===== src/nrd_pkg.sv =====
// Shared types and constants for the receive ring deframer.
package nrd_pkg;

   localparam logic [16:0] RING_BYTES  = 17'd32768;
   localparam logic [15:0] BAD_HEADER  = 16'hFFF0;
   localparam logic [15:0] PTR_BIAS    = 16'd16;
   localparam int unsigned QUEUE_DEPTH = 2;

   typedef enum logic [1:0] {
      PH_HEADER = 2'd0,
      PH_BODY   = 2'd1,
      PH_PAD    = 2'd2
   } phase_type;

   typedef struct packed {
      logic [7:0]  pbyte;
      logic        pvalid;
      logic        plast;
      logic        ptrv;
      logic [15:0] offset;
      logic        herr;
   } result_type;

endpackage


===== src/nrd_if.sv =====
// Stream interfaces for ring bytes in and deframed results out.
interface nrd_req_if;
   logic       valid;
   logic       ready;
   logic [7:0] ring_byte;
   modport source (output valid, output ring_byte, input ready);
   modport sink (input valid, input ring_byte, output ready);
endinterface

interface nrd_rsp_if;
   logic        valid;
   logic        ready;
   logic [7:0]  payload_byte;
   logic        payload_valid;
   logic        payload_last;
   logic        pointer_valid;
   logic [15:0] read_pointer_report;
   logic        header_error;
   modport source (output valid, output payload_byte, output payload_valid,
                   output payload_last, output pointer_valid,
                   output read_pointer_report, output header_error, input ready);
   modport sink (input valid, input payload_byte, input payload_valid,
                 input payload_last, input pointer_valid,
                 input read_pointer_report, input header_error, output ready);
endinterface


===== src/nrd_front.sv =====
// Front end: header parse, frame walk, offset tracking, result classification.
module nrd_front #(
   parameter logic [16:0] RING_BYTES = nrd_pkg::RING_BYTES
) (
   input  logic               clock,
   input  logic               reset,
   nrd_req_if.sink            req_ch,
   input  logic               queue_full,
   output logic               push,
   output nrd_pkg::result_type push_data
);

   nrd_pkg::phase_type phase_ff, phase_in;
   logic [15:0] status_ff, status_in;
   logic [13:0] len_ff, len_in;
   logic [14:0] bif_ff, bif_in;
   logic [15:0] ro_ff, ro_in;

   logic        accept;
   logic [7:0]  b;
   logic [1:0]  pos;
   logic [1:0]  pad;
   logic [15:0] raw;
   logic        hdr_bad;
   logic [14:0] k;
   logic [14:0] bif_next;
   logic        pay_ok;
   logic        pay_last;
   logic        body_done;
   logic        pad_done;
   logic        frame_end;
   logic [16:0] off_sum;
   logic [16:0] off_round;
   logic [15:0] new_off;

   assign req_ch.ready = !queue_full;
   assign accept       = req_ch.valid & req_ch.ready;
   assign b            = req_ch.ring_byte;
   assign pos          = bif_ff[1:0];
   assign raw          = {b, len_ff[7:0]};
   assign hdr_bad      = (raw == nrd_pkg::BAD_HEADER) || (raw[13:0] == 14'd0);
   assign k            = bif_ff - 15'd4;
   assign bif_next     = bif_ff + 15'd1;
   assign pad          = 2'd0 - 2'(ro_ff[1:0] + len_ff[1:0]);
   assign pay_ok       = status_ff[0] && (len_ff > 14'd4) &&
                         (k < {1'b0, 14'(len_ff - 14'd4)});
   assign pay_last     = (k == {1'b0, 14'(len_ff - 14'd5)});
   assign body_done    = ({1'b0, bif_ff} >= ({2'b00, len_ff} + 16'd3));
   assign pad_done     = ({1'b0, bif_next} >= ({2'b00, len_ff} + 16'd4 + {14'd0, pad}));
   assign off_sum      = {1'b0, ro_ff} + {3'b000, len_ff} + 17'd7;
   assign off_round    = {off_sum[16:2], 2'b00};
   assign new_off      = (off_round >= RING_BYTES) ?
                         16'(off_round - RING_BYTES) : off_round[15:0];
   assign frame_end    = accept &&
                         (((phase_ff == nrd_pkg::PH_BODY) && body_done && (pad == 2'd0)) ||
                          ((phase_ff == nrd_pkg::PH_PAD) && pad_done));

   always_comb begin
      phase_in = phase_ff;
      if (accept) begin
         case (phase_ff)
            nrd_pkg::PH_BODY: begin
               if (body_done) begin
                  phase_in = (pad == 2'd0) ? nrd_pkg::PH_HEADER : nrd_pkg::PH_PAD;
               end
            end
            nrd_pkg::PH_PAD: begin
               if (pad_done) begin
                  phase_in = nrd_pkg::PH_HEADER;
               end
            end
            default: begin
               phase_in = ((pos == 2'd3) && !hdr_bad) ? nrd_pkg::PH_BODY
                                                      : nrd_pkg::PH_HEADER;
            end
         endcase
      end
   end

   always_comb begin
      status_in = status_ff;
      len_in    = len_ff;
      bif_in    = bif_ff;
      ro_in     = ro_ff;
      push      = 1'b0;
      push_data = '0;
      if (accept) begin
         case (phase_ff)
            nrd_pkg::PH_BODY: begin
               bif_in = bif_next;
               if (pay_ok) begin
                  push             = 1'b1;
                  push_data.pbyte  = b;
                  push_data.pvalid = 1'b1;
                  push_data.plast  = pay_last;
               end
            end
            nrd_pkg::PH_PAD: begin
               bif_in = bif_next;
            end
            default: begin
               case (pos)
                  2'd0: begin
                     status_in = {8'h00, b};
                     bif_in    = 15'd1;
                  end
                  2'd1: begin
                     status_in = {b, status_ff[7:0]};
                     bif_in    = 15'd2;
                  end
                  2'd2: begin
                     len_in = {6'd0, b};
                     bif_in = 15'd3;
                  end
                  default: begin
                     len_in = raw[13:0];
                     bif_in = hdr_bad ? 15'd0 : 15'd4;
                     if (hdr_bad) begin
                        push           = 1'b1;
                        push_data.herr = 1'b1;
                     end
                  end
               endcase
            end
         endcase
         if (frame_end) begin
            ro_in            = new_off;
            bif_in           = 15'd0;
            push             = 1'b1;
            push_data.ptrv   = 1'b1;
            push_data.offset = new_off;
         end
      end
   end

   always_ff @(posedge clock) begin
      if (reset) begin
         phase_ff  <= nrd_pkg::PH_HEADER;
         status_ff <= '0;
         len_ff    <= '0;
         bif_ff    <= '0;
         ro_ff     <= '0;
      end else begin
         phase_ff  <= phase_in;
         status_ff <= status_in;
         len_ff    <= len_in;
         bif_ff    <= bif_in;
         ro_ff     <= ro_in;
      end
   end

endmodule


===== src/nrd_queue.sv =====
// Two-entry result queue between front end and output stage.
module nrd_queue (
   input  logic                clock,
   input  logic                reset,
   input  logic                push,
   input  nrd_pkg::result_type push_data,
   input  logic                pop,
   output logic                full,
   output logic                empty,
   output nrd_pkg::result_type pop_data
);

   localparam int unsigned PtrBits = $clog2(nrd_pkg::QUEUE_DEPTH);
   localparam int unsigned CntBits = $clog2(nrd_pkg::QUEUE_DEPTH + 1);

   nrd_pkg::result_type entry_ff [nrd_pkg::QUEUE_DEPTH];
   logic [PtrBits-1:0] wr_ptr_ff, wr_ptr_in;
   logic [PtrBits-1:0] rd_ptr_ff, rd_ptr_in;
   logic [CntBits-1:0] count_ff, count_in;
   logic               do_push;
   logic               do_pop;

   assign full     = (count_ff == CntBits'(nrd_pkg::QUEUE_DEPTH));
   assign empty    = (count_ff == '0);
   assign do_push  = push && !full;
   assign do_pop   = pop && !empty;
   assign pop_data = entry_ff[rd_ptr_ff];

   always_comb begin
      wr_ptr_in = wr_ptr_ff;
      rd_ptr_in = rd_ptr_ff;
      count_in  = count_ff;
      if (do_push) begin
         wr_ptr_in = (wr_ptr_ff == PtrBits'(nrd_pkg::QUEUE_DEPTH - 1)) ? '0
                                                                        : wr_ptr_ff + PtrBits'(1);
      end
      if (do_pop) begin
         rd_ptr_in = (rd_ptr_ff == PtrBits'(nrd_pkg::QUEUE_DEPTH - 1)) ? '0
                                                                        : rd_ptr_ff + PtrBits'(1);
      end
      if (do_push && !do_pop) begin
         count_in = count_ff + CntBits'(1);
      end else if (do_pop && !do_push) begin
         count_in = count_ff - CntBits'(1);
      end
   end

   always_ff @(posedge clock) begin
      if (do_push) begin
         entry_ff[wr_ptr_ff] <= push_data;
      end
   end

   always_ff @(posedge clock) begin
      if (reset) begin
         wr_ptr_ff <= '0;
         rd_ptr_ff <= '0;
         count_ff  <= '0;
      end else begin
         wr_ptr_ff <= wr_ptr_in;
         rd_ptr_ff <= rd_ptr_in;
         count_ff  <= count_in;
      end
   end

endmodule


===== src/nrd_back.sv =====
// Output stage: formats queued results and holds them until transfer.
module nrd_back (
   input  logic                clock,
   input  logic                reset,
   input  logic                queue_empty,
   input  nrd_pkg::result_type queue_data,
   output logic                pop,
   nrd_rsp_if.source           rsp_ch
);

   logic        valid_ff, valid_in;
   logic [7:0]  pbyte_ff, pbyte_in;
   logic        pvalid_ff, pvalid_in;
   logic        plast_ff, plast_in;
   logic        ptrv_ff, ptrv_in;
   logic [15:0] ptr_ff, ptr_in;
   logic        herr_ff, herr_in;

   assign pop = !queue_empty && (!valid_ff || rsp_ch.ready);

   always_comb begin
      valid_in  = valid_ff;
      pbyte_in  = pbyte_ff;
      pvalid_in = pvalid_ff;
      plast_in  = plast_ff;
      ptrv_in   = ptrv_ff;
      ptr_in    = ptr_ff;
      herr_in   = herr_ff;
      if (pop) begin
         valid_in  = 1'b1;
         pbyte_in  = queue_data.pbyte;
         pvalid_in = queue_data.pvalid;
         plast_in  = queue_data.plast;
         ptrv_in   = queue_data.ptrv;
         ptr_in    = queue_data.ptrv ? (queue_data.offset - nrd_pkg::PTR_BIAS) : 16'd0;
         herr_in   = queue_data.herr;
      end else if (rsp_ch.ready) begin
         valid_in = 1'b0;
      end
   end

   always_ff @(posedge clock) begin
      pbyte_ff  <= pbyte_in;
      pvalid_ff <= pvalid_in;
      plast_ff  <= plast_in;
      ptrv_ff   <= ptrv_in;
      ptr_ff    <= ptr_in;
      herr_ff   <= herr_in;
   end

   always_ff @(posedge clock) begin
      if (reset) begin
         valid_ff <= 1'b0;
      end else begin
         valid_ff <= valid_in;
      end
   end

   assign rsp_ch.valid               = valid_ff;
   assign rsp_ch.payload_byte        = pbyte_ff;
   assign rsp_ch.payload_valid       = pvalid_ff;
   assign rsp_ch.payload_last        = plast_ff;
   assign rsp_ch.pointer_valid       = ptrv_ff;
   assign rsp_ch.read_pointer_report = ptr_ff;
   assign rsp_ch.header_error        = herr_ff;

endmodule


===== src/nic_rx_ring_deframer_core.sv =====
// Receive ring deframer top level: front end, result queue, output stage.
// A ring byte's result passes through a queue entry and the output register before it can transfer.
// Throughput: one ring byte per cycle while the result queue is not full.
// The two-entry queue and output register let input continue while a result waits;
// input stalls only while both queue entries hold results.
// Synchronous active-high reset: expect a header at ring offset 0, queue and output empty.
module nic_rx_ring_deframer_core #(
   parameter logic [16:0] RING_BYTES = nrd_pkg::RING_BYTES
) (
   input  logic      clock,
   input  logic      reset,
   nrd_req_if.sink   req_ch,
   nrd_rsp_if.source rsp_ch
);

   logic                push;
   logic                pop;
   logic                queue_full;
   logic                queue_empty;
   nrd_pkg::result_type push_data;
   nrd_pkg::result_type pop_data;

   nrd_front #(
      .RING_BYTES (RING_BYTES)
   ) u_front (
      .clock      (clock),
      .reset      (reset),
      .req_ch     (req_ch),
      .queue_full (queue_full),
      .push       (push),
      .push_data  (push_data)
   );

   nrd_queue u_queue (
      .clock     (clock),
      .reset     (reset),
      .push      (push),
      .push_data (push_data),
      .pop       (pop),
      .full      (queue_full),
      .empty     (queue_empty),
      .pop_data  (pop_data)
   );

   nrd_back u_back (
      .clock       (clock),
      .reset       (reset),
      .queue_empty (queue_empty),
      .queue_data  (pop_data),
      .pop         (pop),
      .rsp_ch      (rsp_ch)
   );

endmodule


===== src/flat_wrapper.sv =====
// flat-port wrapper written by rule: the top's interface ports become plain ports
module nic_rx_ring_deframer_core_flat 
#(
   parameter logic [16:0] RING_BYTES = nrd_pkg::RING_BYTES
)
  (clock, reset, req_ch_valid, req_ch_ring_byte, req_ch_ready, rsp_ch_valid, rsp_ch_payload_byte, rsp_ch_payload_valid, rsp_ch_payload_last, rsp_ch_pointer_valid, rsp_ch_read_pointer_report, rsp_ch_header_error, rsp_ch_ready);
  nrd_req_if req_ch_i ();
  nrd_rsp_if rsp_ch_i ();
  input  logic clock;
  input  logic reset;
  input wire logic [$bits(req_ch_i.valid)-1:0] req_ch_valid;
  input wire logic [$bits(req_ch_i.ring_byte)-1:0] req_ch_ring_byte;
  output wire logic [$bits(req_ch_i.ready)-1:0] req_ch_ready;
  output wire logic [$bits(rsp_ch_i.valid)-1:0] rsp_ch_valid;
  output wire logic [$bits(rsp_ch_i.payload_byte)-1:0] rsp_ch_payload_byte;
  output wire logic [$bits(rsp_ch_i.payload_valid)-1:0] rsp_ch_payload_valid;
  output wire logic [$bits(rsp_ch_i.payload_last)-1:0] rsp_ch_payload_last;
  output wire logic [$bits(rsp_ch_i.pointer_valid)-1:0] rsp_ch_pointer_valid;
  output wire logic [$bits(rsp_ch_i.read_pointer_report)-1:0] rsp_ch_read_pointer_report;
  output wire logic [$bits(rsp_ch_i.header_error)-1:0] rsp_ch_header_error;
  input wire logic [$bits(rsp_ch_i.ready)-1:0] rsp_ch_ready;
  assign req_ch_i.valid = req_ch_valid;
  assign req_ch_i.ring_byte = req_ch_ring_byte;
  assign req_ch_ready = req_ch_i.ready;
  assign rsp_ch_valid = rsp_ch_i.valid;
  assign rsp_ch_payload_byte = rsp_ch_i.payload_byte;
  assign rsp_ch_payload_valid = rsp_ch_i.payload_valid;
  assign rsp_ch_payload_last = rsp_ch_i.payload_last;
  assign rsp_ch_pointer_valid = rsp_ch_i.pointer_valid;
  assign rsp_ch_read_pointer_report = rsp_ch_i.read_pointer_report;
  assign rsp_ch_header_error = rsp_ch_i.header_error;
  assign rsp_ch_i.ready = rsp_ch_ready;
  nic_rx_ring_deframer_core #(.RING_BYTES(RING_BYTES)) u_core (.clock(clock), .reset(reset), .req_ch(req_ch_i), .rsp_ch(rsp_ch_i));
endmodule

===== config.mk =====
export PLATFORM = sky130hd
export DESIGN_NAME = nic_rx_ring_deframer_core_flat
export DESIGN_NICKNAME = d
export VERILOG_FILES = /design/src/nrd_pkg.sv /design/src/nrd_if.sv /design/src/nrd_front.sv /design/src/nrd_queue.sv /design/src/nrd_back.sv /design/src/nic_rx_ring_deframer_core.sv /design/src/flat_wrapper.sv
export SDC_FILE = /design/constraint.sdc
export NUM_CORES = 1
export LEC_CHECK = 0
export BUFFER_PORTS_ARGS = -buffer_cell sky130_fd_sc_hd__buf_2
export CELL_PAD_IN_SITES_DETAIL_PLACEMENT = 1
export CELL_PAD_IN_SITES_GLOBAL_PLACEMENT = 1
export CORE_UTILIZATION = 51
export CTS_BUF_LIST = sky130_fd_sc_hd__clkbuf_8
export CTS_CLUSTER_SIZE = 10
export DETAILED_ROUTE_END_ITERATION = 8
export MAX_ROUTING_LAYER = met4
export PLACE_DENSITY_LB_ADDON = 0.1
export REMOVE_ABC_BUFFERS = 1
export SLEW_MARGIN = 25
export SYNTH_ARGS = -nofsm -noshare
export SYNTH_HDL_FRONTEND = slang
export SYNTH_SLANG_ARGS = --single-unit

===== constraint.sdc =====
create_clock -name clock -period 5.4 [get_ports clock]
set_input_delay 0.27 -clock clock [delete_from_list [all_inputs] [get_ports clock]]
set_output_delay 0.27 -clock clock [all_outputs]
set_load 0.02 [all_outputs]

==> impl_metrics.py <==
metrics = {
    "run_status": {
        "result_of_the_run": "finished, final reports clean",
    },
    "clock_tree": {
        "postCtsResizedCells": 0,
        "clock_sink_count": 130,
        "cts.reportedPaths.clkPinSlew_ps": 90,
        "cts_inserted_buffers": 17,
        "post_cts_buffers": 0,
        "cts.path.max_buffers": 2,
        "clock_insertion_delay_worst_skew_ps": 450,
        "clock_tree_root": "sky130_fd_sc_hd__clkbuf_8",
        "hold_bufs_at_cts": 0,
        "cts_max_level": 4,
        "cts_tree": "built",
    },
    "pwr": {
        "internal_power_mw": 2.01,
        "power_per_cell_area_mw_per_mm2": 332,
        "power_switching_mw": 1.10,
        "power_frac_clock_pct": 29.3,
        "post-layout-total-power_mw": 3.11,
        "power.share.combinational_pct": 29.4,
        "static-leakage-power_nw": 3.88,
        "power.share.switching_pct": 35.4,
        "worst_ir_drop_vdd_mv": 0.187,
        "part_of_the_power_in_registers_pct": 41.4,
    },
    "logic_synthesis": {
        "synth_top_flop_cell": "sky130_fd_sc_hd__edfxtp_1",
        "post_synthesis_adder_cell_area_fraction_pct": 13.2,
        "synth_seq_area_share_pct": 39.4,
        "area_fraction_of_the_dominant_cell_type_after_synthesis_pct": 27.3,
        "synth_most_common_cell": "sky130_fd_sc_hd__ha_1",
        "netlist_top_cells_count": "89 x sky130_fd_sc_hd__ha_1, 78 x sky130_fd_sc_hd__edfxtp_1, 77 x sky130_fd_sc_hd__nor2_1, 58 x sky130_fd_sc_hd__nand2_1, 56 x sky130_fd_sc_hd__xnor2_1",
        "synthesis.yosys.warnings": 0,
        "mappedNetlistArea_mm2": 0.00858,
        "synthXorXnorAreaFrac_pct": 10.4,
        "main_combinational_cell_family_by_area_after_synthesis": "simple AND/OR/NAND/NOR gates",
        "post_synth.cell_area_avg_um2": 9.74,
        "async_reset_ff_share_pct": 0,
        "multiplexer_share_of_the_synthesized_area_pct": 4.96,
        "post_synth_num_cell_types": 68,
        "synth_compound_gate_area_share_pct": 10.4,
        "yosysTopAreaCell": "sky130_fd_sc_hd__edfxtp_1",
        "synth_register_bits": 130,
        "postSynthCellCount": 881,
        "post_synth_and_or_nand_nor_area_fraction_pct": 17.6,
        "synth_edf_count": 78,
        "ys_top_cells_by_area": "sky130_fd_sc_hd__edfxtp_1 27%, sky130_fd_sc_hd__ha_1 13%, sky130_fd_sc_hd__dfxtp_1 12%, sky130_fd_sc_hd__xnor2_1 5.7%, sky130_fd_sc_hd__xor2_1 4.7%",
    },
    "floorplanning": {
        "die-height_um": 132,
        "fp.coreArea_mm2": 0.0165,
        "start_util_pct": 51.9,
        "fp-row-count": 47,
        "die_width_um": 132,
        "ios": 42,
        "floorplan.die_area_mm2": 0.0173,
    },
    "timing": {
        "drv_slew": 0,
        "timing.max_slew.rel_slack_pct": 35.6,
        "setup_viol_count_final": 0,
        "fin_hold_ws_ps": 105,
        "final_hold_vios": 0,
        "clock-skew-final_ps": 19.2,
        "worst_slack_ps": 562,
        "grt_setup_unrepaired": "false",
        "tightestPinTransition_ps": 960,
        "final_min_period_over_clock_period_pct": 89.6,
        "setup_total_negative_slack_ps": 0,
        "max_freq_mhz": 207,
        "minimum_period_implied_by_the_final_worst_setup_slack_ps": 4840,
    },
    "flow_run": {
        "drv.max_cap_violation_count": 0,
    },
    "drt": {
        "post_route_wl_um": 23000,
        "route.antenna.remaining_nets": 0,
        "remaining_drc_errors": 0,
        "post_drt_via_cell_ratio": 5.79,
        "drt_first_iter_violations": 226,
        "detailedRoute.firstPassIterationCount": 4,
        "num_vias": 6584,
        "routed_wire_length_per_instance_um": 20.2,
    },
    "place": {
        "dpl_worst_slack_ps": 611,
        "postPlaceCellArea_mm2": 0.00894,
        "replace_congestion": 0.897,
        "place.detailed.instances": 1105,
        "dp_hpwl_um": 17200,
        "number_of_buffers_inserted_by_port_buffering": 39,
    },
    "setup_path": {
        "critical_path_class": "register to register",
        "timing.critical_path.from_type": "register",
        "required_ps": 5780,
        "critical_path_arrival_ps": 5210,
        "critPathCaptureType": "register",
        "critPathMaxFanout": 11,
    },
    "grt": {
        "globalRouteTotalUtil_pct": 28.4,
        "antenna_found_initial": 0,
        "grt_pass1_vias": 7032,
        "grt_first_pass_wirelength_um": 36800,
        "overflow": 0,
        "grt_start_max_net_pins": 53,
    },
    "cells_and_area": {
        "area_growth_syn_to_layout_pct": 9.19,
        "stdcell_count": 1137,
        "finalCoreUtilization_pct": 56.7,
        "fill_cells": 1850,
        "antenna_cells": 0,
        "share_of_cells_above_drive_strength_1_pct": 11.5,
        "final_nets": 1006,
        "fin_area_mm2": 0.00937,
    },
    "worst_hold_path": {
        "min_path_type": "primary input to register",
    },
}
## power groups by stage
stage	logic [mW]	registers, mW	clock network [mW]
detailed placement	0.909	1.31	0
global placement	0.883	1.30	0
global route	0.994	1.30	0.964
CTS	0.920	1.29	0.927
finish	0.913	1.29	0.909
floorplan	0.476	1.43	0
## worst max-delay path, cell delays in order (launching register included)
cell and delay [ps]:
sky130_fd_sc_hd__dfxtp_1 600, sky130_fd_sc_hd__inv_1 170, sky130_fd_sc_hd__ha_1 370, sky130_fd_sc_hd__nand3b_1 320, sky130_fd_sc_hd__or3_1 370, sky130_fd_sc_hd__ha_1 210, sky130_fd_sc_hd__a2111oi_0 330, sky130_fd_sc_hd__nand2_1 120
sky130_fd_sc_hd__o21ai_0 170, sky130_fd_sc_hd__o31a_1 190, sky130_fd_sc_hd__a21o_1 420, sky130_fd_sc_hd__inv_1 140, sky130_fd_sc_hd__a211oi_2 320, sky130_fd_sc_hd__inv_1 110, sky130_fd_sc_hd__ha_1 350, sky130_fd_sc_hd__or3_1 400
sky130_fd_sc_hd__a21oi_1 170
## cell type report
cell class	instances	area, um2	share of cell area [%]
well taps	220	275	2.94
flip-flops and latches	130	3380	36.1
multi-input cells	669	4860	51.9
clock inverters	15	193	2.06
repair buffers	51	285	3.05
clock buffers	17	234	2.50
inverters	35	131	1.40
## cells by family (layout without fill, tap and decap cells)
kind of cell             after synthesis  count (layout)
flip-flops                           130             130
AO/OA/AOI/OAI                        136             136
other                                  1               2
buffers and inverters                 83             118
adder cells (fa/ha/maj)               90              90
multiplexers                          41              41
XOR/XNOR                             102             102
AND/OR/NAND/NOR                      298             298
## state kept, by name, indices dropped and copies added, names as in the netlist, 2 cells and up, named ones only
| signal | count |
|---|---|
| u_core.u_back.rsp_ch.payload_byte | 8 |
| u_core.u_front.phase_ff | 2 |
| u_core.u_front.ro_ff | 14 |
| u_core.u_queue.entry_ff | 52 |
| u_core.u_queue.count_ff | 2 |
| u_core.u_front.bif_ff | 15 |
| u_core.u_back.rsp_ch.read_pointer_report | 14 |
| u_core.u_front.len_ff | 14 |
## path summary, 6_finish.rpt
path                                 start                         end  slack (ps)  cells past startpoint
setup / recovery  u_core.u_front.len_ff[1]  u_core.u_queue.count_ff[1]         560                     16
hold / removal                rsp_ch_ready  u_core.u_back.rsp_ch.valid         100                      3
setup reg to reg  u_core.u_front.len_ff[1]  u_core.u_queue.count_ff[1]         560                     16
hold reg to reg    u_core.u_front.ro_ff[8]     u_core.u_front.ro_ff[8]         470                      2
## layout by cell type, fill, tap and decap left out, types with 7 or more instances in the layout
master / synthesis / routed
sky130_fd_sc_hd__nor2_1: 77 / 76
sky130_fd_sc_hd__nand3_1: 31 / 31
sky130_fd_sc_hd__a21oi_1: 44 / 44
sky130_fd_sc_hd__nand4_1: 15 / 15
sky130_fd_sc_hd__a31oi_1: 8 / 8
sky130_fd_sc_hd__buf_4: 2 / 12
sky130_fd_sc_hd__xnor2_1: 56 / 56
sky130_fd_sc_hd__a32oi_1: 7 / 7
sky130_fd_sc_hd__and2_1: 21 / 21
sky130_fd_sc_hd__inv_1: 35 / 35
sky130_fd_sc_hd__ha_1: 89 / 89
sky130_fd_sc_hd__edfxtp_1: 78 / 78
sky130_fd_sc_hd__clkbuf_8: 0 / 17
sky130_fd_sc_hd__nand3b_1: 8 / 8
sky130_fd_sc_hd__nor2b_1: 8 / 8
sky130_fd_sc_hd__xor2_1: 46 / 46
sky130_fd_sc_hd__mux2_2: 11 / 11
sky130_fd_sc_hd__o21ai_0: 25 / 25
sky130_fd_sc_hd__nor3_1: 31 / 31
sky130_fd_sc_hd__nand2_1: 58 / 58
sky130_fd_sc_hd__a21o_1: 10 / 10
sky130_fd_sc_hd__dfxtp_1: 52 / 52
sky130_fd_sc_hd__buf_2: 8 / 39
sky130_fd_sc_hd__and3_1: 12 / 12
sky130_fd_sc_hd__mux2i_1: 29 / 29
## per-layer routing
layer | routed length [um] | up-vias | track usage (%) | share of wire [%]
li1 | - | 3205 | - | -
met1 | 9620 | 3212 | 31.0 | 42
met2 | 11800 | 113 | 50.1 | 52
met3 | 571 | 54 | 4.94 | 2.5
met4 | 917 | 0 | 13.4 | 4.0
met5 | 0 | - | - | 0
No activity file was read; power rests on OpenSTA's default activity.
